$ cat src/sv/hnm_pkg.sv
// Shared types, constants and helper functions of the height map to normal map block.
// Depends on nothing; every other file of the block imports it.
package hnm_pkg;

    localparam int MAX_WIDTH  = 2048;
    localparam int MAX_HEIGHT = 2048;

    localparam int DIM_W   = 12;
    localparam int GAIN_W  = 24;
    localparam int HS_W    = 16;
    localparam int POS_W   = 11;
    localparam int NRM_W   = 16;
    localparam int NY_W    = 15;
    localparam int LANES   = 4;

    localparam int COL_W   = $clog2(MAX_WIDTH);
    localparam int CCNT_W  = $clog2(MAX_WIDTH + 4);
    localparam int RCNT_W  = $clog2(MAX_HEIGHT + 4);

    // Stencil sum and its magnitude: nine full-scale samples at most.
    localparam int D_W     = HS_W + 5;
    localparam int MAG_W   = HS_W + 4;
    localparam int SX_W    = MAG_W + GAIN_W - 16;
    localparam int ACC_W   = 2 * SX_W;
    localparam int RAD_W   = 2 * ((ACC_W + 3) / 2);
    localparam int ROOT_W  = RAD_W / 2;
    localparam int REM_W   = ROOT_W + 4;
    localparam int Q_W     = 15;
    localparam int DIV_W   = ROOT_W + Q_W - 1;
    localparam int CNT_W   = 5;

    localparam int ONE_Q14 = 16384;

    localparam int Q_DEPTH = 4;
    localparam int Q_PTR_W = $clog2(Q_DEPTH);
    localparam int Q_LVL_W = $clog2(Q_DEPTH + 1);

    localparam logic [1:0] CFG_FRAME_WIDTH  = 2'd0;
    localparam logic [1:0] CFG_FRAME_HEIGHT = 2'd1;
    localparam logic [1:0] CFG_SLOPE_GAIN   = 2'd2;

    typedef enum logic [2:0] {
        ST_IDLE,
        ST_MUL,
        ST_SQR,
        ST_ROOT,
        ST_DIV,
        ST_DONE
    } t_state;

    typedef struct packed {
        logic [DIM_W-1:0] width;
        logic [DIM_W-1:0] height;
    } t_dims;

    typedef struct packed {
        logic                  interior;
        logic                  frame_end;
        logic [POS_W-1:0]      col;
        logic [POS_W-1:0]      row;
        logic signed [D_W-1:0] dx;
        logic signed [D_W-1:0] dz;
    } t_job;

    function automatic logic [CCNT_W-1:0] eff_width(input logic [DIM_W-1:0] v);
        if (v == '0) begin
            return CCNT_W'(1);
        end else if (32'(v) > MAX_WIDTH) begin
            return CCNT_W'(MAX_WIDTH);
        end else begin
            return CCNT_W'(v);
        end
    endfunction

    function automatic logic [RCNT_W-1:0] eff_height(input logic [DIM_W-1:0] v);
        if (v == '0) begin
            return RCNT_W'(1);
        end else if (32'(v) > MAX_HEIGHT) begin
            return RCNT_W'(MAX_HEIGHT);
        end else begin
            return RCNT_W'(v);
        end
    endfunction

endpackage

$ cat src/sv/hnm_back.sv
// Normal unit: slope scaling, squares, integer square root and division, one bit a cycle.
// Depends on hnm_pkg; owns the output register of the result channel.
module hnm_back (
    input  logic                              i_clk,
    input  logic                              i_rst_n,
    input  logic [hnm_pkg::GAIN_W-1:0]        i_gain,
    input  logic                              i_avail,
    input  hnm_pkg::t_job                     i_job,
    output logic                              o_pop,
    output logic                              o_out_valid,
    input  logic                              i_out_stall,
    output logic signed [hnm_pkg::NRM_W-1:0]  o_normal_x,
    output logic [hnm_pkg::NY_W-1:0]          o_normal_y,
    output logic signed [hnm_pkg::NRM_W-1:0]  o_normal_z,
    output logic [hnm_pkg::POS_W-1:0]         o_pixel_column,
    output logic [hnm_pkg::POS_W-1:0]         o_pixel_row,
    output logic                              o_frame_end
);
    import hnm_pkg::*;

    t_state             r_state, n_state;
    logic [CNT_W-1:0]   r_cnt;
    logic               w_last, w_load;

    logic               r_sgx, r_sgz, r_end;
    logic [POS_W-1:0]   r_col, r_row;
    logic [ACC_W-1:0]   r_mx, r_mz, r_accx, r_accz, n_accx, n_accz, rndx, rndz;
    logic [SX_W-1:0]    r_bx, r_bz, r_sx, r_sz;
    logic [RAD_W-1:0]   r_rad;
    logic [ROOT_W-1:0]  r_root, n_root;
    logic [REM_W-1:0]   r_rem, n_rem, rem_t, trial;
    logic [DIV_W-1:0]   r_dv, r_rx, r_rz, r_ry;
    logic [Q_W-1:0]     r_qx, r_qz, r_qy;
    logic               gex, gez, gey, ge_root;
    logic [D_W-1:0]     absx, absz;

    logic               r_out_vld, r_oend;
    logic [NRM_W-1:0]   r_onx, r_onz;
    logic [NY_W-1:0]    r_ony;
    logic [POS_W-1:0]   r_ocol, r_orow;

    function automatic logic [Q_W-1:0] clamp_q(input logic [Q_W-1:0] q);
        return (q > Q_W'(ONE_Q14)) ? Q_W'(ONE_Q14) : q;
    endfunction

    function automatic logic [NRM_W-1:0] signed_q(input logic s, input logic [Q_W-1:0] q);
        logic [NRM_W-1:0] m;
        m = NRM_W'(clamp_q(q));
        return s ? -m : m;
    endfunction

    // Next state.
    always_comb begin
        n_state = r_state;
        case (r_state)
            ST_IDLE: begin
                if (i_avail) begin
                    n_state = i_job.interior ? ST_MUL : ST_DONE;
                end
            end
            ST_MUL:  if (w_last) n_state = ST_SQR;
            ST_SQR:  if (w_last) n_state = ST_ROOT;
            ST_ROOT: if (w_last) n_state = ST_DIV;
            ST_DIV:  if (w_last) n_state = ST_DONE;
            ST_DONE: if (w_load) n_state = ST_IDLE;
            default: n_state = ST_IDLE;
        endcase
    end

    // Control outputs.
    always_comb begin
        o_pop  = 1'b0;
        w_load = 1'b0;
        w_last = 1'b0;
        case (r_state)
            ST_IDLE: o_pop  = i_avail;
            ST_MUL:  w_last = r_cnt == CNT_W'(GAIN_W - 1);
            ST_SQR:  w_last = r_cnt == CNT_W'(SX_W - 1);
            ST_ROOT: w_last = r_cnt == CNT_W'(ROOT_W - 1);
            ST_DIV:  w_last = r_cnt == CNT_W'(Q_W - 1);
            ST_DONE: w_load = !r_out_vld || !i_out_stall;
            default: ;
        endcase
    end

    always_comb begin
        absx    = i_job.dx[D_W-1] ? D_W'(-i_job.dx) : D_W'(i_job.dx);
        absz    = i_job.dz[D_W-1] ? D_W'(-i_job.dz) : D_W'(i_job.dz);
        n_accx  = r_accx + (r_bx[0] ? r_mx : '0);
        n_accz  = r_accz + (r_bz[0] ? r_mz : '0);
        rndx    = n_accx + ACC_W'(32768);
        rndz    = n_accz + ACC_W'(32768);
        rem_t   = {r_rem[REM_W-3:0], r_rad[RAD_W-1 -: 2]};
        trial   = REM_W'({r_root, 2'b01});
        ge_root = rem_t >= trial;
        n_rem   = ge_root ? rem_t - trial : rem_t;
        n_root  = {r_root[ROOT_W-2:0], ge_root};
        gex     = r_rx >= r_dv;
        gez     = r_rz >= r_dv;
        gey     = r_ry >= r_dv;
    end

    always_ff @(posedge i_clk) begin
        if (!i_rst_n) begin
            r_state <= ST_IDLE;
            r_cnt   <= '0;
        end else begin
            r_state <= n_state;
            r_cnt   <= (n_state != r_state) ? '0 : r_cnt + CNT_W'(1);
        end
    end

    always_ff @(posedge i_clk) begin
        case (r_state)
            ST_IDLE: begin
                r_sgx  <= i_job.dx[D_W-1];
                r_sgz  <= i_job.dz[D_W-1];
                r_end  <= i_job.frame_end;
                r_col  <= i_job.col;
                r_row  <= i_job.row;
                r_mx   <= ACC_W'(absx[MAG_W-1:0]);
                r_mz   <= ACC_W'(absz[MAG_W-1:0]);
                r_bx   <= SX_W'(i_gain);
                r_bz   <= SX_W'(i_gain);
                r_accx <= '0;
                r_accz <= '0;
                r_qx   <= '0;
                r_qz   <= '0;
                r_qy   <= Q_W'(ONE_Q14);
            end
            ST_MUL: begin
                if (w_last) begin
                    // Round the scaled slope to Q.16 and square it next.
                    r_sx   <= rndx[16 +: SX_W];
                    r_sz   <= rndz[16 +: SX_W];
                    r_mx   <= ACC_W'(rndx[16 +: SX_W]);
                    r_mz   <= ACC_W'(rndz[16 +: SX_W]);
                    r_bx   <= rndx[16 +: SX_W];
                    r_bz   <= rndz[16 +: SX_W];
                    r_accx <= '0;
                    r_accz <= '0;
                end else begin
                    r_accx <= n_accx;
                    r_accz <= n_accz;
                    r_mx   <= {r_mx[ACC_W-2:0], 1'b0};
                    r_mz   <= {r_mz[ACC_W-2:0], 1'b0};
                    r_bx   <= r_bx >> 1;
                    r_bz   <= r_bz >> 1;
                end
            end
            ST_SQR: begin
                if (w_last) begin
                    r_rad  <= RAD_W'(n_accx) + RAD_W'(n_accz) + (RAD_W'(1) << 32);
                    r_root <= '0;
                    r_rem  <= '0;
                end else begin
                    r_accx <= n_accx;
                    r_accz <= n_accz;
                    r_mx   <= {r_mx[ACC_W-2:0], 1'b0};
                    r_mz   <= {r_mz[ACC_W-2:0], 1'b0};
                    r_bx   <= r_bx >> 1;
                    r_bz   <= r_bz >> 1;
                end
            end
            ST_ROOT: begin
                r_rad  <= {r_rad[RAD_W-3:0], 2'b00};
                r_rem  <= n_rem;
                r_root <= n_root;
                if (w_last) begin
                    // Numerators carry half the divisor so the quotient rounds.
                    r_dv <= DIV_W'({n_root, {(Q_W-1){1'b0}}});
                    r_rx <= DIV_W'({r_sx, {(Q_W-1){1'b0}}}) + DIV_W'(n_root[ROOT_W-1:1]);
                    r_rz <= DIV_W'({r_sz, {(Q_W-1){1'b0}}}) + DIV_W'(n_root[ROOT_W-1:1]);
                    r_ry <= (DIV_W'(1) << 30) + DIV_W'(n_root[ROOT_W-1:1]);
                    r_qx <= '0;
                    r_qz <= '0;
                    r_qy <= '0;
                end
            end
            ST_DIV: begin
                r_rx <= gex ? r_rx - r_dv : r_rx;
                r_rz <= gez ? r_rz - r_dv : r_rz;
                r_ry <= gey ? r_ry - r_dv : r_ry;
                r_qx <= {r_qx[Q_W-2:0], gex};
                r_qz <= {r_qz[Q_W-2:0], gez};
                r_qy <= {r_qy[Q_W-2:0], gey};
                r_dv <= r_dv >> 1;
            end
            default: ;
        endcase
    end

    always_ff @(posedge i_clk) begin
        if (!i_rst_n) begin
            r_out_vld <= 1'b0;
        end else if (w_load) begin
            r_out_vld <= 1'b1;
        end else if (!i_out_stall) begin
            r_out_vld <= 1'b0;
        end
    end

    always_ff @(posedge i_clk) begin
        if (w_load) begin
            r_onx  <= signed_q(r_sgx, r_qx);
            r_onz  <= signed_q(r_sgz, r_qz);
            r_ony  <= NY_W'(clamp_q(r_qy));
            r_ocol <= r_col;
            r_orow <= r_row;
            r_oend <= r_end;
        end
    end

    assign o_out_valid    = r_out_vld;
    assign o_normal_x     = $signed(r_onx);
    assign o_normal_y     = r_ony;
    assign o_normal_z     = $signed(r_onz);
    assign o_pixel_column = r_ocol;
    assign o_pixel_row    = r_orow;
    assign o_frame_end    = r_oend;

endmodule

$ cat config.mk
export PLATFORM = sky130hd
export DESIGN_NAME = hnm_back
export DESIGN_NICKNAME = d
export VERILOG_FILES = /design/src/sv/hnm_pkg.sv /design/src/sv/hnm_back.sv
export SDC_FILE = /design/constraint.sdc
export NUM_CORES = 2
export LEC_CHECK = 0
export BUFFER_PORTS_ARGS = -buffer_cell sky130_fd_sc_hd__buf_2
export CORE_ASPECT_RATIO = 1.5
export CORE_MARGIN = 2
export CORE_UTILIZATION = 40
export DETAILED_ROUTE_END_ITERATION = 8
export PLACE_DENSITY = 0.52
export SYNTH_ARGS = -nofsm -noshare
export SYNTH_HDL_FRONTEND = slang
export SYNTH_SLANG_ARGS = --single-unit
$ cat constraint.sdc
create_clock -name i_clk -period 19.67 [get_ports i_clk]
set_clock_uncertainty 0.15 [all_clocks]
set_input_delay 3.934 -clock i_clk [delete_from_list [all_inputs] [get_ports i_clk]]
set_output_delay 3.934 -clock i_clk [all_outputs]
set_load 0.005 [all_outputs]
## Word level (Yosys, flattened, before mapping)

Cells that the tools add are included.

- Flip-flop bits (word level): 775
- Input port bits: 94
- Output and inout bits: 72
- Logic and storage cells: 155

- $add $sub $neg: 18
- Order comparisons: 7
- Eq/ne operators: 17
- Multiplexer cells: 61
- Bitwise operators: 1
- Reduce and logical (&&, ||, !) cells: 17

Operators by type and width:

| operator | count |
|---|---|
| one-hot mux 56 bit (3 select lines) | 4 |
| 2-to-1 mux 56 bit | 10 |
| one-hot mux 43 bit (2 select lines) | 4 |
| 2-to-1 mux 43 bit | 7 |
| one-hot mux 28 bit (3 select lines) | 2 |
| one-hot mux 15 bit (3 select lines) | 3 |
| greater-or-equal comparator 43 bit | 3 |
| subtractor 43 bit | 3 |
| one-hot mux 58 bit (2 select lines) | 1 |
| adder 56 bit | 2 |
| 2-to-1 mux 28 bit | 4 |
| adder 44 x 16 -> 44 bit, second input constant | 2 |
| adder 42 x 28 -> 43 bit | 2 |
| 2-to-1 mux 15 bit | 5 |
| 2-to-1 mux 31 bit | 2 |
| one-hot mux 31 bit (2 select lines) | 1 |
| adder 57 x 33 -> 58 bit, second input constant | 1 |
| 2-to-1 mux 58 bit | 1 |
| one-hot mux 29 bit (2 select lines) | 1 |
| adder 56 x 56 -> 57 bit | 1 |
| > comparator 15 bit, second input constant | 3 |
| 2-to-1 mux 20 bit | 2 |
| negator 20 bit | 2 |
| greater-or-equal comparator 33 x 31 -> 1 bit | 1 |
| 26 further kinds | 54 |

## Logic depth before layout (Yosys ltp)

- Word-level depth: 7
- Depth in mapped cells: 30
- Depth with buffers taken out: 27

## Worst setup path before layout

OpenSTA, ideal clock, no wires.

- Kind: register to register
- Start point: register r_state[2]
- End point: register r_accx[0], enable pin
- Arrival time: 15.016 ns
- Slack: 3.491 ns
- Stages on the path, launching flop included: 8
- Buffers on the path: 1
- Clock period less this slack: 16.179 ns
- Cell sequence: dfxtp_1 > clkinv_1 > nor3_1 > xnor2_1 > a2111o_1 > clkbuf_1 > nand2_1 > a21oi_1

- Cells in the longest elaborated chain, start to end: 4

RTL lines:

| item | line | RTL |
|---|---|---|
| start, declared | hnm_back.sv:21 | `t_state r_state, n_state;` |
| start signal, assigned | hnm_back.sv:108 | `r_state <= n_state;` |
| equality test 3 bit, or another cell as far along | hnm_back.sv:75 | `case (r_state)` |
| one-hot mux 1 bit (4 select lines) | hnm_back.sv:75 |  |
| inequality test 2 bit (no line) | n/a |  |
| AND reduction 2 bit (no line) (*) | n/a |  |
| end signal, assigned | hnm_back.sv:143 | `r_accx <= n_accx;` |
| end signal, assigned | hnm_back.sv:157 | `r_accx <= n_accx;` |
| end, declared | hnm_back.sv:27 | `logic [ACC_W-1:0] r_mx, r_mz, r_accx, r_accz, n_accx, n_accz, rndx, rndz;` |

Every way passes the cells marked *; elsewhere a longest branch is shown, timed or not.
A chain may end at the register's enable or synchronous reset.

## Worst setup path in the final report

- Start point: input i_avail
- End point: output o_pop

- Cells in the longest elaborated chain, start to end: 1

RTL lines:

| item | line | RTL |
|---|---|---|
| start, declared | hnm_back.sv:7 | `input logic i_avail,` |
| 2-to-1 mux 1 bit | hnm_back.sv:75 |  |
| end, declared | hnm_back.sv:9 | `output logic o_pop,` |

Every way passes these cells.

==> flow_summary_export.csv <==
group,metric,value,unit
outcome,outcome,"complete, no violations",
critical_path,crit_chain,"buf_2 > nand2_1 > nor3_1 > buf_2",
synthesis,synth_cells,5319,
synthesis,synth_top_family_by_area,"compound AO/OA/AOI/OAI gates",
synthesis,synthXorXnorAreaFrac,7.38,%
routing,routed_wl,167000,um
synthesis,synth_cell_types,101,
clock_network,cts_tree,"built",
critical_path,critPathTopFamily,"simple AND/OR/NAND/NOR gates",
cells_and_area,regArea,23200,sq um
sta,grt_setup_unrepaired,"no",
power,power.density,87.1,nW/um^2
clock_network,cts-hold-fix-buffers,0,
clock_network,cts_setup_buffers,0,
critical_path,start_kind,"input port",
global_route,overflow,0,
critical_path,cp_common_cell,"buf_2",
sta,worst_pin_slew,1250,ps
synthesis,yosys_warnings,0,
synthesis,synthArstFlopShare,0,%
sta,fin_crit,8510,ps
cells_and_area,multi_input_comb_area,27700,sq um
die,core-area,130000,sq um
synthesis,yosysSeqAreaShare,44.3,%
clock_network,cts_buffer_depth,3,
clock_network,path_clk_slew,60,ps
critical_path,critPathRequiredTime,15590,ps
power,seqPwrFrac,40.3,%
synthesis,synth.net_count,5837,
clock_network,clk_latency,730,ps
power,peakVddDrop,0.0690,mV
global_route,antenna_found_initial,5,
critical_path,cpPeakStageDelay,160,ps
global_route,grt_pass1_wl,249000,um
power,netSwitchingFraction,32.1,%
sta,final_max_slew_viol_count,0,
place,portBuffers,165,
cells_and_area,final_util,44.7,%
routing,vias_per_cell,5.62,
routing,drcViolationCount,0,
cells_and_area,post_route_cells_drive_above_1_share,7.85,%
synthesis,synth_edf_count,766,
die,fp.dieW,299,um
hold_path,worstHoldPathType,"register to register",
die,fp-row-count,162,
power,power_switching,1.63,mW
global_route,track_usage,24.6,%
routing,final_antenna_net_count,0,
synthesis,synth_fa_ha_area_share,10.2,%
synthesis,synth.cell_area,52300,sq um
clock_network,h-tree-depth,3,
clock_network,clock_sinks,775,
sta,finalSetupViolations,0,
routing,drtPass1Iterations,5,
power,p_int,3.44,mW
flow_run,drv_cap,0,
synthesis,synthSimpleGateAreaFrac,17.1,%
critical_path,worstPathArrival,4420,ps
critical_path,worstPathMaxFanout,4,
clock_network,cts-root-buf,"clkbuf_16",
place,place_hpwl,128000,um
routing,drtIter0Drc,2529,
critical_path,endpoint_kind,"primary output",
clock_network,cts_made_buffers,86,
synthesis,ys_ff_latch,775,
synthesis,muxShareOfSynthArea,0.483,%
sta,slew_headroom,16.4,%
power,p_leak,24.3,nW
global_route,grt_pass1_vias,40942,
power,comb_power_share,25.4,%
die,pin_count,166,
critical_path,cp_num_buf_inv,2,
die,chipHeight,447,um
sta,timing.hold.ws,250,ps
sta,fmax,118,MHz
cells_and_area,nets,5953,
critical_path,slowest_stage,"nor3_1",
routing,num_vias,40598,
power,clock_power_share,34.3,%
synthesis,synth_compound_area_share,17.5,%
die,dieArea,134000,sq um
clock_network,cts_resized,0,
critical_path,path_class,"input port to primary output",
routing,wl_per_cell,23.1,um
sta,tns,0,ps
synthesis,synth_top_flop_cell,"edfxtp_1",
place,finalWeightedCongestion,0.942,
sta,final.period_utilization,43.2,%
global_route,grt_max_degree,150,
sta,hold_viol,0,
die,start_util,40.3,%
cells_and_area,nFillCells,12461,
synthesis,syn_avg_cell_area,9.84,sq um
cells_and_area,area_growth,11.0,%
## cell type report
| cell class | instances | area share (%) |
|---|---|---|
| antenna | 4 | 0.0172 |
| tap | 1722 | 3.71 |
| sequential | 775 | 39.9 |
| clock buffer | 102 | 3.84 |
| inverter | 222 | 1.45 |
| timing repair buffer | 220 | 2.15 |
| clock inverter | 53 | 1.22 |
| multi-input combinational | 4130 | 47.7 |
## power groups by stage
stage | combinational, mW | sequential [mW] | clock (mW)
detailed placement | 1.28 | 2.07 | 0
global placement | 1.28 | 2.07 | 0
finish | 1.29 | 2.04 | 1.74
global route | 1.42 | 2.05 | 1.83
CTS | 1.29 | 2.04 | 1.78
floorplan | 0.890 | 2.06 | 0
## placed cells by master (no fill, tap or decap), types with 21 or more instances in the layout
master and instances:
edfxtp_1 766, nand2_1 485, nor2_1 438, a21oi_1 424, ha_1 416, o21ai_0 353, and2_1 281, xnor2_1 264
inv_1 218, xor2_1 177, a21o_1 166, buf_2 165, nand3_1 112, and3_1 88, clkbuf_16 87, nor3_1 77
nor2b_1 65, nand4_1 63, nand2b_1 57, o21bai_1 57, buf_4 54, o21a_1 50, a22oi_1 38, or3_1 33
o31ai_1 33, a211oi_1 32, a221o_1 32, a31oi_1 29, nor4_1 25, mux2i_1 23, o211ai_1 21
## worst paths after layout
| path | endpoint | cells after the start | startpoint | slack [ps] |
|---|---|---|---|---|
| worst max-delay path | o_pop | 4 | i_avail | 11160 |
| worst min-delay path | o_pixel_row[1]$_DFFE_PP_ | 0 | r_row[1]$_DFFE_PP_ | 250 |
| worst max register to register | r_rad[53]$_DFFE_PP_ | 23 | r_bz[0]$_DFFE_PP_ | 12170 |
| worst min register to register | o_pixel_row[1]$_DFFE_PP_ | 0 | r_row[1]$_DFFE_PP_ | 250 |
## worst register-to-register path, stage by stage, from the launching register on
cell      delay (ps)
edfxtp_1         320
buf_4            460
and2_1           220
ha_1             180
inv_1             60
fa_1             390
nand2b_1         200
a21oi_1          510
o2111a_1         510
nor3_1           110
xnor2_1          730
ha_1             380
ha_1             350
and3_1           190
a211o_1          320
a2111o_1         380
o2111a_1         320
o31a_1           340
a31o_2           290
nand3_1          170
a31oi_1          130
or2_2            320
xnor2_1          130
o21ai_0           80
## per-layer routing
metal  vias to the layer above  global-route usage, %  part of all wire [%]
met2                       862                   46.0                    52
met4                         2                   13.7                   5.9
met3                       309                   2.50                   3.5
met1                     19677                   26.9                    38
li1                      19748                      -                     -
met5                         -                      0                0.0078
## registers in the layout (all words and copies together) (netlist names), 16 cells and up
register and count:
r_rx 43, r_sz 28, r_dv 43, o_normal_x 16
r_accx 56, r_mz 56, o_normal_z 16, r_rz 43
r_rad 58, r_bx 28, r_rem 31, r_bz 28
r_root 29, r_sx 28, r_mx 56, r_accz 56
r_ry 43
## stage by stage
step | cells | total power [mW] | cell area (sq um) | setup slack, ps
2_1_floorplan | 5319 | 2.95 | 52300 | 3490
3_5_place_dp | 7069 | 3.35 | 55100 | 11170
6_report | 7228 | 5.06 | 58100 | 11160
5_1_grt | 7227 | 5.30 | 58100 | 11070
3_3_place_gp | 7069 | 3.35 | 55100 | 11160
4_1_cts | 7224 | 5.11 | 58100 | 11170
## Yosys cell counts (all sizes together), types with 32 or more instances
master,count,area share [%]
edfxtp,766,44
o21ai,367,3.5
ha,416,9.9
inv,220,1.6
nor3,80,0.77
a211oi,33,0.48
a21o,167,2.4
xor2,177,3.0
o31ai,34,0.50
a21oi,426,4.1
a221o,32,0.61
nor2b,65,0.78
xnor2,264,4.4
and3,89,1.1
or3,34,0.42
o21bai,57,0.82
nand3,113,1.1
nand2b,57,0.68
a22oi,38,0.54
nand4,64,0.79
clkbuf,177,1.3
nand2,488,3.5
nor2,442,3.2
and2,282,3.4
o21a,52,0.77
## logic make-up after synthesis
| kind of cell | Yosys count |
|---|---|
| and+or+nand+nor | 1812 |
| AOI/OAI and AO/OA | 1429 |
| DFF | 775 |
| xor gates and xnor gates | 441 |
| adders and majority gates | 424 |
| buffers and inverters | 414 |
| muxes | 24 |
No activity file was read; power rests on OpenSTA's default activity.
