[src/sv/hnm_pkg.sv]
// Shared types, constants and helper functions of the height map to normal map block.
// Depends on nothing; every other file of the block imports it.
package hnm_pkg;

    localparam int MAX_WIDTH  = 2048;
    localparam int MAX_HEIGHT = 2048;

    localparam int DIM_W   = 12;
    localparam int GAIN_W  = 24;
    localparam int HS_W    = 16;
    localparam int POS_W   = 11;
    localparam int NRM_W   = 16;
    localparam int NY_W    = 15;
    localparam int LANES   = 4;

    localparam int COL_W   = $clog2(MAX_WIDTH);
    localparam int CCNT_W  = $clog2(MAX_WIDTH + 4);
    localparam int RCNT_W  = $clog2(MAX_HEIGHT + 4);

    // Stencil sum and its magnitude: nine full-scale samples at most.
    localparam int D_W     = HS_W + 5;
    localparam int MAG_W   = HS_W + 4;
    localparam int SX_W    = MAG_W + GAIN_W - 16;
    localparam int ACC_W   = 2 * SX_W;
    localparam int RAD_W   = 2 * ((ACC_W + 3) / 2);
    localparam int ROOT_W  = RAD_W / 2;
    localparam int REM_W   = ROOT_W + 4;
    localparam int Q_W     = 15;
    localparam int DIV_W   = ROOT_W + Q_W - 1;
    localparam int CNT_W   = 5;

    localparam int ONE_Q14 = 16384;

    localparam int Q_DEPTH = 4;
    localparam int Q_PTR_W = $clog2(Q_DEPTH);
    localparam int Q_LVL_W = $clog2(Q_DEPTH + 1);

    localparam logic [1:0] CFG_FRAME_WIDTH  = 2'd0;
    localparam logic [1:0] CFG_FRAME_HEIGHT = 2'd1;
    localparam logic [1:0] CFG_SLOPE_GAIN   = 2'd2;

    typedef enum logic [2:0] {
        ST_IDLE,
        ST_MUL,
        ST_SQR,
        ST_ROOT,
        ST_DIV,
        ST_DONE
    } t_state;

    typedef struct packed {
        logic [DIM_W-1:0] width;
        logic [DIM_W-1:0] height;
    } t_dims;

    typedef struct packed {
        logic                  interior;
        logic                  frame_end;
        logic [POS_W-1:0]      col;
        logic [POS_W-1:0]      row;
        logic signed [D_W-1:0] dx;
        logic signed [D_W-1:0] dz;
    } t_job;

    function automatic logic [CCNT_W-1:0] eff_width(input logic [DIM_W-1:0] v);
        if (v == '0) begin
            return CCNT_W'(1);
        end else if (32'(v) > MAX_WIDTH) begin
            return CCNT_W'(MAX_WIDTH);
        end else begin
            return CCNT_W'(v);
        end
    endfunction

    function automatic logic [RCNT_W-1:0] eff_height(input logic [DIM_W-1:0] v);
        if (v == '0) begin
            return RCNT_W'(1);
        end else if (32'(v) > MAX_HEIGHT) begin
            return RCNT_W'(MAX_HEIGHT);
        end else begin
            return RCNT_W'(v);
        end
    endfunction

endpackage

[src/sv/hnm_queue.sv]
// Short job queue between the front and the normal unit.
// Depends on hnm_pkg for the job record and the depth.
module hnm_queue (
    input  logic                        i_clk,
    input  logic                        i_rst_n,
    input  logic                        i_push,
    input  hnm_pkg::t_job               i_job,
    input  logic                        i_pop,
    output hnm_pkg::t_job               o_job,
    output logic [hnm_pkg::Q_LVL_W-1:0] o_level
);
    import hnm_pkg::*;

    t_job               r_mem [Q_DEPTH];
    logic [Q_PTR_W-1:0] r_wr, r_rd;
    logic [Q_LVL_W-1:0] r_level;

    always_ff @(posedge i_clk) begin
        if (!i_rst_n) begin
            r_wr    <= '0;
            r_rd    <= '0;
            r_level <= '0;
        end else begin
            if (i_push) begin
                r_wr <= r_wr + Q_PTR_W'(1);
            end
            if (i_pop) begin
                r_rd <= r_rd + Q_PTR_W'(1);
            end
            if (i_push && !i_pop) begin
                r_level <= r_level + Q_LVL_W'(1);
            end else if (!i_push && i_pop) begin
                r_level <= r_level - Q_LVL_W'(1);
            end
        end
    end

    always_ff @(posedge i_clk) begin
        if (i_push) begin
            r_mem[r_wr] <= i_job;
        end
    end

    assign o_job   = r_mem[r_rd];
    assign o_level = r_level;

endmodule

[config.mk]
export PLATFORM = sky130hd
export DESIGN_NAME = hnm_queue
export DESIGN_NICKNAME = d
export VERILOG_FILES = /design/src/sv/hnm_pkg.sv /design/src/sv/hnm_queue.sv
export SDC_FILE = /design/constraint.sdc
export NUM_CORES = 1
export LEC_CHECK = 0
export ABC_AREA = 1
export BUFFER_PORTS_ARGS = -buffer_cell sky130_fd_sc_hd__buf_2
export CAP_MARGIN = 5
export CORE_MARGIN = 5
export CORE_UTILIZATION = 54
export CTS_BUF_LIST = sky130_fd_sc_hd__clkbuf_2 sky130_fd_sc_hd__clkbuf_4 sky130_fd_sc_hd__clkbuf_8
export DETAILED_ROUTE_END_ITERATION = 8
export GPL_TIMING_DRIVEN = 1
export PLACE_DENSITY = 0.89
export SYNTH_ARGS = -nofsm -noshare
export SYNTH_HDL_FRONTEND = slang
export SYNTH_SLANG_ARGS = --single-unit
[constraint.sdc]
create_clock -name i_clk -period 2.1 [get_ports i_clk]
set_input_delay 0.21 -clock i_clk [delete_from_list [all_inputs] [get_ports i_clk]]
set_output_delay 0.21 -clock i_clk [all_outputs]
set_load 0.1 [all_outputs]
# [After elaboration in Yosys (flattened, before gate mapping)]
# Memories as Yosys holds them, arrays and structs flattened. A register that Yosys moved wholly into a read port is not among the register bits.
# Cells that the tools add are included.
[classes] addsub=4 mux=6 reduce_logical=5
[op_table] cell="$mux 3" n=2
[op_table] cell="$add 2x1->2 const B" n=2
[op_table] cell="$mux 2" n=2
[op_table] cell="$add 3x1->3 const B" n=1
[op_table] cell="$sub 3x1->3 const B" n=1
[op_table] cell="$logic_and 1x1->1" n=2
[op_table] cell="$logic_not 1->1" n=2
[op_table] cell="$mux 1" n=2
[op_table] cell="$reduce_bool 2->1" n=1
[totals] ff_bits=7 ramBits=264 inputBits=70 mem_count=1
[memory_table] name="r_mem" depth=4 word_bits=66 read_ports=1 rd_ports_with_merged_regs=1 wr=1 line="hnm_queue.sv:14" source="t_job r_mem [Q_DEPTH];"

# [Logic depth before layout (Yosys ltp)]
# Gate-level depths: netlist of run 1.
[logic_depth] depth_word=4 depth_mapped=10 depth_no_buf=10

# [Worst setup path after synthesis of run 1]
# OpenSTA, ideal clock, no wires.
[synth_timing] kind="reg-to-output" from="register with a tool-made name" to="output o_job[51] in the netlist's numbering" arrival_ps=2359 required_time_ps=1890 setup_slack_ps=-469 path_stages_with_launch=7 path_buffers=3 cell_sequence="dfxtp_1 buf_6 inv_6 buf_12 buf_6 o21ai_2 o22ai_1"
[synth_rtl] item="to (decl)" line="hnm_queue.sv:9" source="output hnm_pkg::t_job o_job,"

==> metrics, run 1 <==
status=finished with violations; failing checks=negative setup slack; Buffers on Ports=138; final-report hold violation count=0; Syn Std Cell Area=10810 um2; Iteration-0 DRC Markers=about 480; Syn Area/Cell=15.58 um2; Leakage=5.382 nW; synth warn=0; placed instance count=1074; Routed WL per cell=about 23 um; met2 usage=between 40% and 50%; die height=around 150 um; Post-Place Setup Slack=approximately 0.44 ns; peak supply drop=0.7671 mV; number of CTS-inserted buffers=42; io pins=139; # setup viols final=18; largest net degree at the start of global routing=67; flops & latches, synth=273; core box area=19590 um2; DIE AREA=22960 um2; final instance area=15200 um2; syn nets=770; gr busiest metal=met2; max-slew violation count=0; worst skew pair latency=0.54 ns; Layout Skew=between 0.015 and 0.02 ns; drt first pass iters=5; worst min-delay path class=in -> reg; Fillers=between 1000 and 1500; Starting Density=55.20%; unrepaired setup endpoints after global routing=yes; critical path class=reg -> out; CTS tree=done; CTS root buf=clkbuf_8; Placed Area=13000 um2; vias per inst=5.675; worst-margin pin slew=0.4911 ns; Chip Width=151.5 um; Total GRT Usage=roughly a quarter; met1 Track Usage GR=28.26%; Final Worst Setup Slack=-0.03518 ns; dpl hpwl=13770 um; fmax=0.4683 GHz; CTS clk-pin slew, worst paths=0.06 ns; Cells after Synth=694; WL final=28910 um; worst rel slew slack=67.49%; max_cap viols=0; PwrDens=932.7 nW/um2; routed vias=just over 7000; GRT met3 Usage=around 4.7%; routability-driven placement congestion ratio=0.7456; worst-path maximum fanout=17; distinct cell type count after synthesis=24; vias in the first global route=around 7500; Critical Path End Type=primary output; area of the multi-input gates=2674 um2; DRC viols=0; row cnt=51; startpoint types=flip-flop; antenna viol nets, final=0; Seq/Total Area, Yosys=74.97%; CTS max path bufs=3; clock sink count=273; Layout Nets=1020; final period utilization=101.7%; Clock H-tree levels=2; total grt overflow=0; first-pass GRT wire length=~40000 um; Layout area overhead=40.59%; initial antenna violation count=1; register area=8113 um2; CP Data Arrival Time=1.93 ns; minimum clock period=about 2.1 ns; Req. time, crit path=1.89 ns; Final Non-Filler Cells=1241; share of cells above drive strength 1=roughly two fifths
## cell usage after synthesis (all sizes together)
cell type | instances | area (um2)
a21oi | 4 | 20.02
inv | 17 | 68.81
nand2 | 9 | 33.78
ha | 5 | 62.56
buf | 20 | 209.0
o22ai | 66 | 663.1
nand4 | 1 | 6.260
nor2 | 137 | 829.6
o21ai | 138 | 705.7
edfxtp | 264 | 7928
dfxtp | 9 | 180.2
fa | 1 | 20.02
nand3 | 1 | 5.000
clkbuf | 22 | 82.58
## final timing paths
path                                  to  slack (ns)  cells past startpoint            startpoint
setup / recovery               o_job[63]       -0.04                      5             flip-flop
hold reg to reg     r_rd[1]$_SDFFE_PN0P_        0.45                      1  r_rd[1]$_SDFFE_PN0P_
hold / removal      r_wr[1]$_SDFFE_PN0P_        0.04                      3                i_push
setup reg to reg  r_mem[0][40]$_DFFE_PP_        0.43                      5  r_wr[0]$_SDFFE_PN0P_
## sequential cells by signal, indices dropped and copies added, names as in the netlist, named ones only
signal / count
r_mem: 264
r_rd: 2
o_level: 3
r_wr: 2
## cells by family after synthesis
kind of cell / synth area share, %
AOI/OAI and AO/OA: 12.84
adders and majority gates: 0.7636
buffers and inverters: 3.332
DFF: 74.97
and+or+nand+nor: 8.087
## cells in the final DEF (no fill, tap or decap), types with 4 or more instances in the layout
cell           synthesis  routed
clkinv_2               0       5
clkbuf_4               0      13
dlygate4sd3_1          0      68
inv_1                 15      11
clkbuf_8               0      46
o22ai_4                0       5
nor2_1                91      73
nor2_4                40      43
o21ai_0              124      59
clkinv_1               0      11
buf_2                  9      72
o22ai_2               40      61
buf_12                 5      77
nor2_2                 6      21
edfxtp_1             264     264
buf_8                  0       4
nand2_1                9       9
ha_1                   5       5
o21ai_2                4      16
buf_16                 0       8
clkinvlp_4             0       4
buf_6                  5       5
clkbuf_16              0       9
a21oi_1                4       4
o21ai_1               10      61
buf_4                  1       4
dfxtp_1                9       7
## cell type report
type	instances	area share, %
timing repair inverter	1	0.1070
timing repair buffer	247	20.88
inverter	17	0.6255
multi-input combinational	362	17.59
antenna	1	0.01646
sequential	273	53.36
tap	265	2.181
clock inverter	16	0.4362
clock buffer	59	4.806
## timing repair
| action | 4_1_cts | 5_1_grt |
|---|---|---|
| cloned | 5 | 12 |
| pin swaps | 15 | 32 |
| hold buffers | 68 | 0 |
| endpoints found under the hold margin | 272 | 0 |
| setup endpoints to repair | 62 | 63 |
| resized for setup | 42 | 97 |
| buffers inserted | 3 | 3 |
## per-stage QoR
stage          utilization (%)  hold slack (ns)  power [W]  setup TNS [ns]
3_3_place_gp             66.35           0.4204   0.009555               0
6_report                 77.61          0.04083    0.01418         -0.1886
4_1_cts                  75.05         0.004020    0.01398         -0.2424
2_1_floorplan                -           0.3089   0.008465               0
5_1_grt                  77.61          0.06023    0.01463          -3.220
3_5_place_dp             66.35           0.4223   0.009630               0
## where the power goes
group | internal (W) | switching (W)
logic | 0.00127 | 0.00238
clock network | 0.00224 | 0.00198
registers | 0.00622 | 0.0000874
## worst max-delay path, cell delays in order, from the launching register on
cell	delay (ns)
dfxtp_4	0.40
buf_8	0.15
buf_16	0.15
o21ai_0	0.36
o22ai_4	0.14
buf_12	0.18
## layer usage
layer | up-vias | part of all wire [%]
met5 | - | 0
met4 | 0 | 3.1
met3 | 66 | 6.3
met2 | 317 | 53
met1 | 3534 | 38
li1 | 3126 | -
Power figures use the tool's default switching activity.
==> run 2, diff against run 1 <==
==> constraint.sdc (replaced) <==
create_clock -name i_clk -period 2.1 [get_ports i_clk]
set_input_delay 0.21 -clock i_clk [delete_from_list [all_inputs] [get_ports i_clk]]
set_output_delay 0.21 -clock i_clk [all_outputs]
set_load 0.005 [all_outputs]
==> run 2 against run 1 <==
The flow now finishes without violations. Sequential cell count unchanged. Global-route usage decreased by 3.3 points. Final cell count decreased by 1.1%. Critical path depth unchanged. Count of clock-buffer cells in the layout decreased by 5. Non-clock buffer count decreased by 14. Wire length decreased by 18%. First-iteration DRC count decreased by 15%. Clock skew increased by 0.0054 ns. Utilization decreased by 8.9 points. Total power decreased by 17%. Critical path type unchanged.
==> metrics, run 2 (synthesized netlist as in run 1, its figures left out) <==
vias in the first global route=6978 (-7.2%); Hold Crit Endpoint=r_wr[1]$_SDFFE_PN0P_; Antenna Cells=0 (-1); Layout area overhead=24.51%; crit-path cells=clkinv_16, buf_12, o21ai_0, o22ai_2, buf_2; Most flops, register=r_mem; final-report hold violation count=0 (unchanged); row cnt=51 (unchanged); total grt overflow=0 (unchanged); slowest cell delay on critical path=0.47 ns (+0.07 ns); flop2flop setup slack=0.51 ns (+0.08 ns); critical path class=reg -> out; fmax=0.4965 GHz (+6.0%); share of cells above drive strength 1=34.10% (-6.9 points); die height=151.5 um (unchanged); number of CTS-inserted buffers=42 (unchanged); dpl hpwl=12850 um (-6.7%); Req. time, crit path=1.89 ns (about the same); Post-Place Setup Slack=0.4766 ns (+0.04109 ns); worst min-delay path class=in -> reg; # setup viols final=0 (-18); PwrDens=868.9 nW/um2 (-6.8%); routability-driven placement congestion ratio=0.7150 (-4.1%); most common cell after layout, fill and taps aside=edfxtp_1; status=completed; Total GRT Usage=20.04% (-3.3 points); worst rel slew slack=69.26% (+1.8 points); antenna viol nets, final=0 (unchanged); Layout Nets=1006 (-1.4%); max-slew violation count=0 (unchanged); Crit path max-delay family=buffers and inverters; worst-margin pin slew=0.4611 ns (-0.03001 ns); Largest register FFs=264 (unchanged); Routed WL per cell=19.42 um (-17%); Worst path slowest cell=dfxtp_4; Iteration-0 DRC Markers=406 (-15%); reg2reg end=r_mem[2][26]$_DFFE_PP_; CP Data Arrival Time=1.80 ns (-0.13 ns); clock sink count=273 (unchanged); drt first pass iters=5 (unchanged); Fillers=1211 (+18%); WL final=23820 um (-18%); CTS tree=done; Layout Skew=0.02394 ns (+0.005434 ns); initial antenna violation count=0 (-1); routed vias=6721 (-4.6%); max_cap viols=0 (unchanged); CTS root buf=clkbuf_8; Hold Path Depth=3 (unchanged); core box area=19590 um2 (unchanged); CTS clk-pin slew, worst paths=0.06 ns (about the same); vias per inst=5.478 (-3.5%); final period utilization=95.91% (-5.8 points); minimum clock period=2.014 ns (-0.1211 ns); first-pass GRT wire length=35520 um (-12%); Critical Path End Type=primary output; Reg-to-Reg Start=r_wr[0]$_SDFFE_PN0P_; worst r2r path cells=5 (unchanged); startpoint types=flip-flop; Final Worst Setup Slack=0.08595 ns (+0.1211 ns); worst-path maximum fanout=20 (+3); Setup TNS=0 ns (+0.1886 ns); DIE AREA=22960 um2 (unchanged); post-layout util=68.73% (-8.9 points); largest net degree at the start of global routing=79 (+18%); worst skew pair latency=0.53 ns (about the same); peak supply drop=0.7669 mV (about the same); CP bufs+invs=3 (unchanged); unrepaired setup endpoints after global routing=no; Buffers on Ports=138 (unchanged); Clock H-tree levels=2 (unchanged); Starting Density=55.20% (unchanged); io pins=139 (unchanged); Leakage=4.742 nW (-12%); Hold Startpoint=i_push; commonest cells after routing, fill and taps aside=edfxtp_1, buf_2, o21ai_0; DRC viols=0 (unchanged); CTS max path bufs=3 (unchanged); Chip Width=151.5 um (unchanged)
==> run 2: repair_timing <==
item | CTS | global route
gates resized for setup | 2 | 18
cloned | 0 | 3
hold endpoints to repair | 271 | 0
hold buffers | 67 | 0
setup endpoints to repair | 51 | 11
buffers inserted | 0 | 3
==> run 2: worst max-delay path by stage <==
stage	cells after the start	endpoint	startpoint	slack (ns)
2_1_floorplan	4	r_mem[0][0]$_DFFE_PP_	r_wr[0]$_SDFFE_PN0P_	0.06
3_3_place_gp	5	o_job[36]	flip-flop	0.48
3_5_place_dp	5	o_job[65]	flip-flop	0.48
4_1_cts	4	o_job[46]	flip-flop	0.02
5_1_grt	5	o_job[59]	flip-flop	0.001
6_report	5	o_job[22]	flip-flop	0.09
==> run 2: worst register-to-register path: stages, from the launching register on <==
cell,delay (ns)
dfxtp_1,0.33
inv_1,0.12
ha_1,0.16
nand2_1,0.08
clkinvlp_4,0.10
buf_4,0.39
==> run 2: power breakdown <==
group | internal [W] | leakage, nW | switching [W]
sequential | 0.00622 | 2.50 | 0.0000723
combinational | 0.000564 | 1.83 | 0.000775
clock | 0.00214 | 0.417 | 0.00192
total | 0.00893 | 4.74 | 0.00277
==> run 2: routing by layer <==
metal / routed length, um / track usage [%]
met1: 9284 / 24.57
met2: 12230 / 35.67
met3: 1945 / 4.432
met4: 361 / 6.065
met5: 0 / 0
==> run 2: cell type report <==
type	count	area (um2)	area share [%]
clock buffers	54	686.9	5.102
clock inverters	22	96.34	0.7155
inverters	17	105.1	0.7806
multi-input cells	362	2346	17.42
flip-flops and latches	273	8113	60.25
well taps	265	331.6	2.463
repair buffers	233	1774	13.18
repair inverters	1	11.26	0.08364
==> run 2: through the flow <==
step	power, W	hold slack (ns)	cells	area [um2]
after floorplan	0.007069	0.3089	694	10830
after global placement	0.007538	0.4218	1078	11890
after detailed placement	0.007585	0.4171	1078	11890
after CTS	0.01172	0.005166	1221	13350
after global routing	0.01220	0.05767	1227	13460
final	0.01170	0.04605	1227	13460
==> run 3, diff against run 2 <==
==> constraint.sdc (replaced) <==
create_clock -name i_clk -period 2.1 [get_ports i_clk]
set_input_delay 0.42 -clock i_clk [delete_from_list [all_inputs] [get_ports i_clk]]
set_output_delay 0.42 -clock i_clk [all_outputs]
set_load 0.005 [all_outputs]
==> run 3 against run 2 <==
The run now ends with negative setup slack left. Die area did not move. Sequential power about the same. Count of clock-buffer cells in the layout up 11. Clock skew is 0.015 ns lower. Utilization up 4.0 points. Non-clock buffer count down 35. Total power increased by 5.7%. Fmax fell by 7.9%. Via count grew 0.16%. Largest cell class unchanged. Largest power group unchanged. Highest routed layer unchanged.
==> metrics, run 3 (synthesized netlist as in run 1, its figures left out) <==
worst r2r path cells=5 (unchanged); Starting Density=55.20% (unchanged); CTS root buf=clkbuf_8; worst-path maximum fanout=7 (-65%); vias in the first global route=6515 (-6.6%); io pins=139 (unchanged); unrepaired setup endpoints after global routing=yes; DRC viols=0 (unchanged); Final Worst Setup Slack=-0.08619 ns (-0.1721 ns); Layout area overhead=31.82%; Layout Skew=0.008987 ns (-0.01496 ns); placed instance count=1074 (-0.37%); final-report hold violation count=0 (unchanged); first-pass GRT wire length=36030 um (+1.4%); WL final=27690 um (+16%); initial antenna violation count=1 (+1); Total GRT Usage=20.85% (+0.82 points); max_cap viols=0 (unchanged); Fillers=1161 (-4.1%); startpoint types=flip-flop; clock sink count=273 (unchanged); Routed WL per cell=23.17 um (+19%); commonest cells after routing, fill and taps aside=edfxtp_1, buf_2, nor2_1, o22ai_2, clkbuf_8; share of cells above drive strength 1=51.78% (+18 points); max-slew violation count=0 (unchanged); minimum clock period=2.186 ns (+0.1721 ns); CP Data Arrival Time=1.77 ns (-0.03 ns); PwrDens=867.7 nW/um2 (-0.13%); peak supply drop=0.6183 mV (-19%); most common cell after layout, fill and taps aside=edfxtp_1; post-layout util=72.77% (+4.0 points); drt first pass iters=5 (unchanged); Final Non-Filler Cells=1195 (-2.6%); total grt overflow=0 (unchanged); Most flops, register=r_mem; worst min-delay path class=in -> reg; fmax=0.4574 GHz (-7.9%); Iteration-0 DRC Markers=436 (+7.4%); Hold Path Depth=1 (-2); worst skew pair latency=0.52 ns (about the same); final period utilization=104.1% (+8.2 points); CTS clk-pin slew, worst paths=0.06 ns (about the same); Chip Width=151.5 um (unchanged); Clock H-tree levels=2 (unchanged); Critical Path End Type=primary output; die height=151.5 um (unchanged); CTS max path bufs=3 (unchanged); routed vias=6732 (+0.16%); vias per inst=5.633 (+2.8%); CTS tree=done; Largest register FFs=264 (unchanged); Layout Nets=975 (-3.1%); hold slack=0.1106 ns (+0.06457 ns); # setup viols final=56 (+56); row cnt=51 (unchanged); dpl hpwl=12410 um (-3.5%); Req. time, crit path=1.68 ns (-0.21 ns); core box area=19590 um2 (unchanged); worst rel slew slack=69.65% (+0.38 points); Buffers on Ports=138 (unchanged); number of CTS-inserted buffers=42 (unchanged); worst-margin pin slew=0.4553 ns (-0.005755 ns); largest net degree at the start of global routing=67 (-15%); failing checks=negative setup slack; Setup TNS=-1.634 ns (-1.634 ns); routability-driven placement congestion ratio=0.7334 (+2.6%); status=finished with violations; Leakage=5.025 nW (+6.0%); antenna viol nets, final=0 (unchanged); critical path class=reg -> out; DIE AREA=22960 um2 (unchanged); total power=0.01237 W (+5.7%)
run 3: cell types whose count changed in the layout (fill, tap and decap cells not counted), sizes merged:
| cell | previous run | this run |
|---|---|---|
| buf | 165 | 182 |
| clkbuf | 55 | 81 |
| clkinv | 22 | 10 |
| clkinvlp | 5 | 6 |
| diode | 0 | 1 |
| dlygate4sd3 | 67 | 0 |
| inv | 13 | 15 |
run 3: stage by stage:
| stage | setup slack, ns | cell area (um2) |
|---|---|---|
| after global placement | 0.3876 | 11870 |
| after detailed placement | 0.3333 | 11870 |
| after floorplan | 0.06437 | 10830 |
| after CTS | -0.1148 | 13060 |
| after global routing | -0.2113 | 14250 |
| final | -0.08619 | 14250 |
run 3: cell type report:
class	count	area (um2)	area share, %
clock buffer	65	807.0	5.661
timing repair inverter	5	63.81	0.4476
clock inverter	9	42.54	0.2984
antenna	1	2.502	0.01755
timing repair buffer	198	1892	13.27
sequential	273	8115	56.93
tap	265	331.6	2.326
inverter	17	107.6	0.7548
multi-input combinational	362	2893	20.29
run 3: per-layer routing:
layer  share of wire (%)  global-route usage, %
met1                  39                  27.33
met2                  50                  35.05
met3                 7.9                  4.848
met4                 2.3                  6.289
met5                   0                      0
run 3: worst paths after layout:
check                            start                     end  slack, ns
hold / removal               i_job[29]  r_mem[0][29]$_DFFE_PP_       0.11
setup / recovery             flip-flop               o_job[33]      -0.09
setup reg to reg  r_wr[1]$_SDFFE_PN0P_  r_mem[1][63]$_DFFE_PP_       0.57
hold reg to reg   r_rd[1]$_SDFFE_PN0P_               flip-flop       0.45
run 3: timing repair:
action	in CTS	in global routing
pin swaps	0	24
gates resized for setup	47	206
buffers inserted	5	9
hold buffers	0	0
endpoints found under the setup margin	66	66
gates cloned	7	25
run 3: critical path: stages, from the launching register on:
cell     delay [ns]
dfxtp_4        0.38
buf_6          0.15
buf_12         0.14
buf_16         0.15
nor2_1         0.17
o22ai_2        0.11
buf_2          0.15
run 3: power by group:
group	internal (W)	switching, W	leakage (nW)
registers	0.00623	0.0000924	2.50
clock network	0.00244	0.00190	0.445
logic	0.000760	0.000959	2.08
total	0.00942	0.00295	5.02
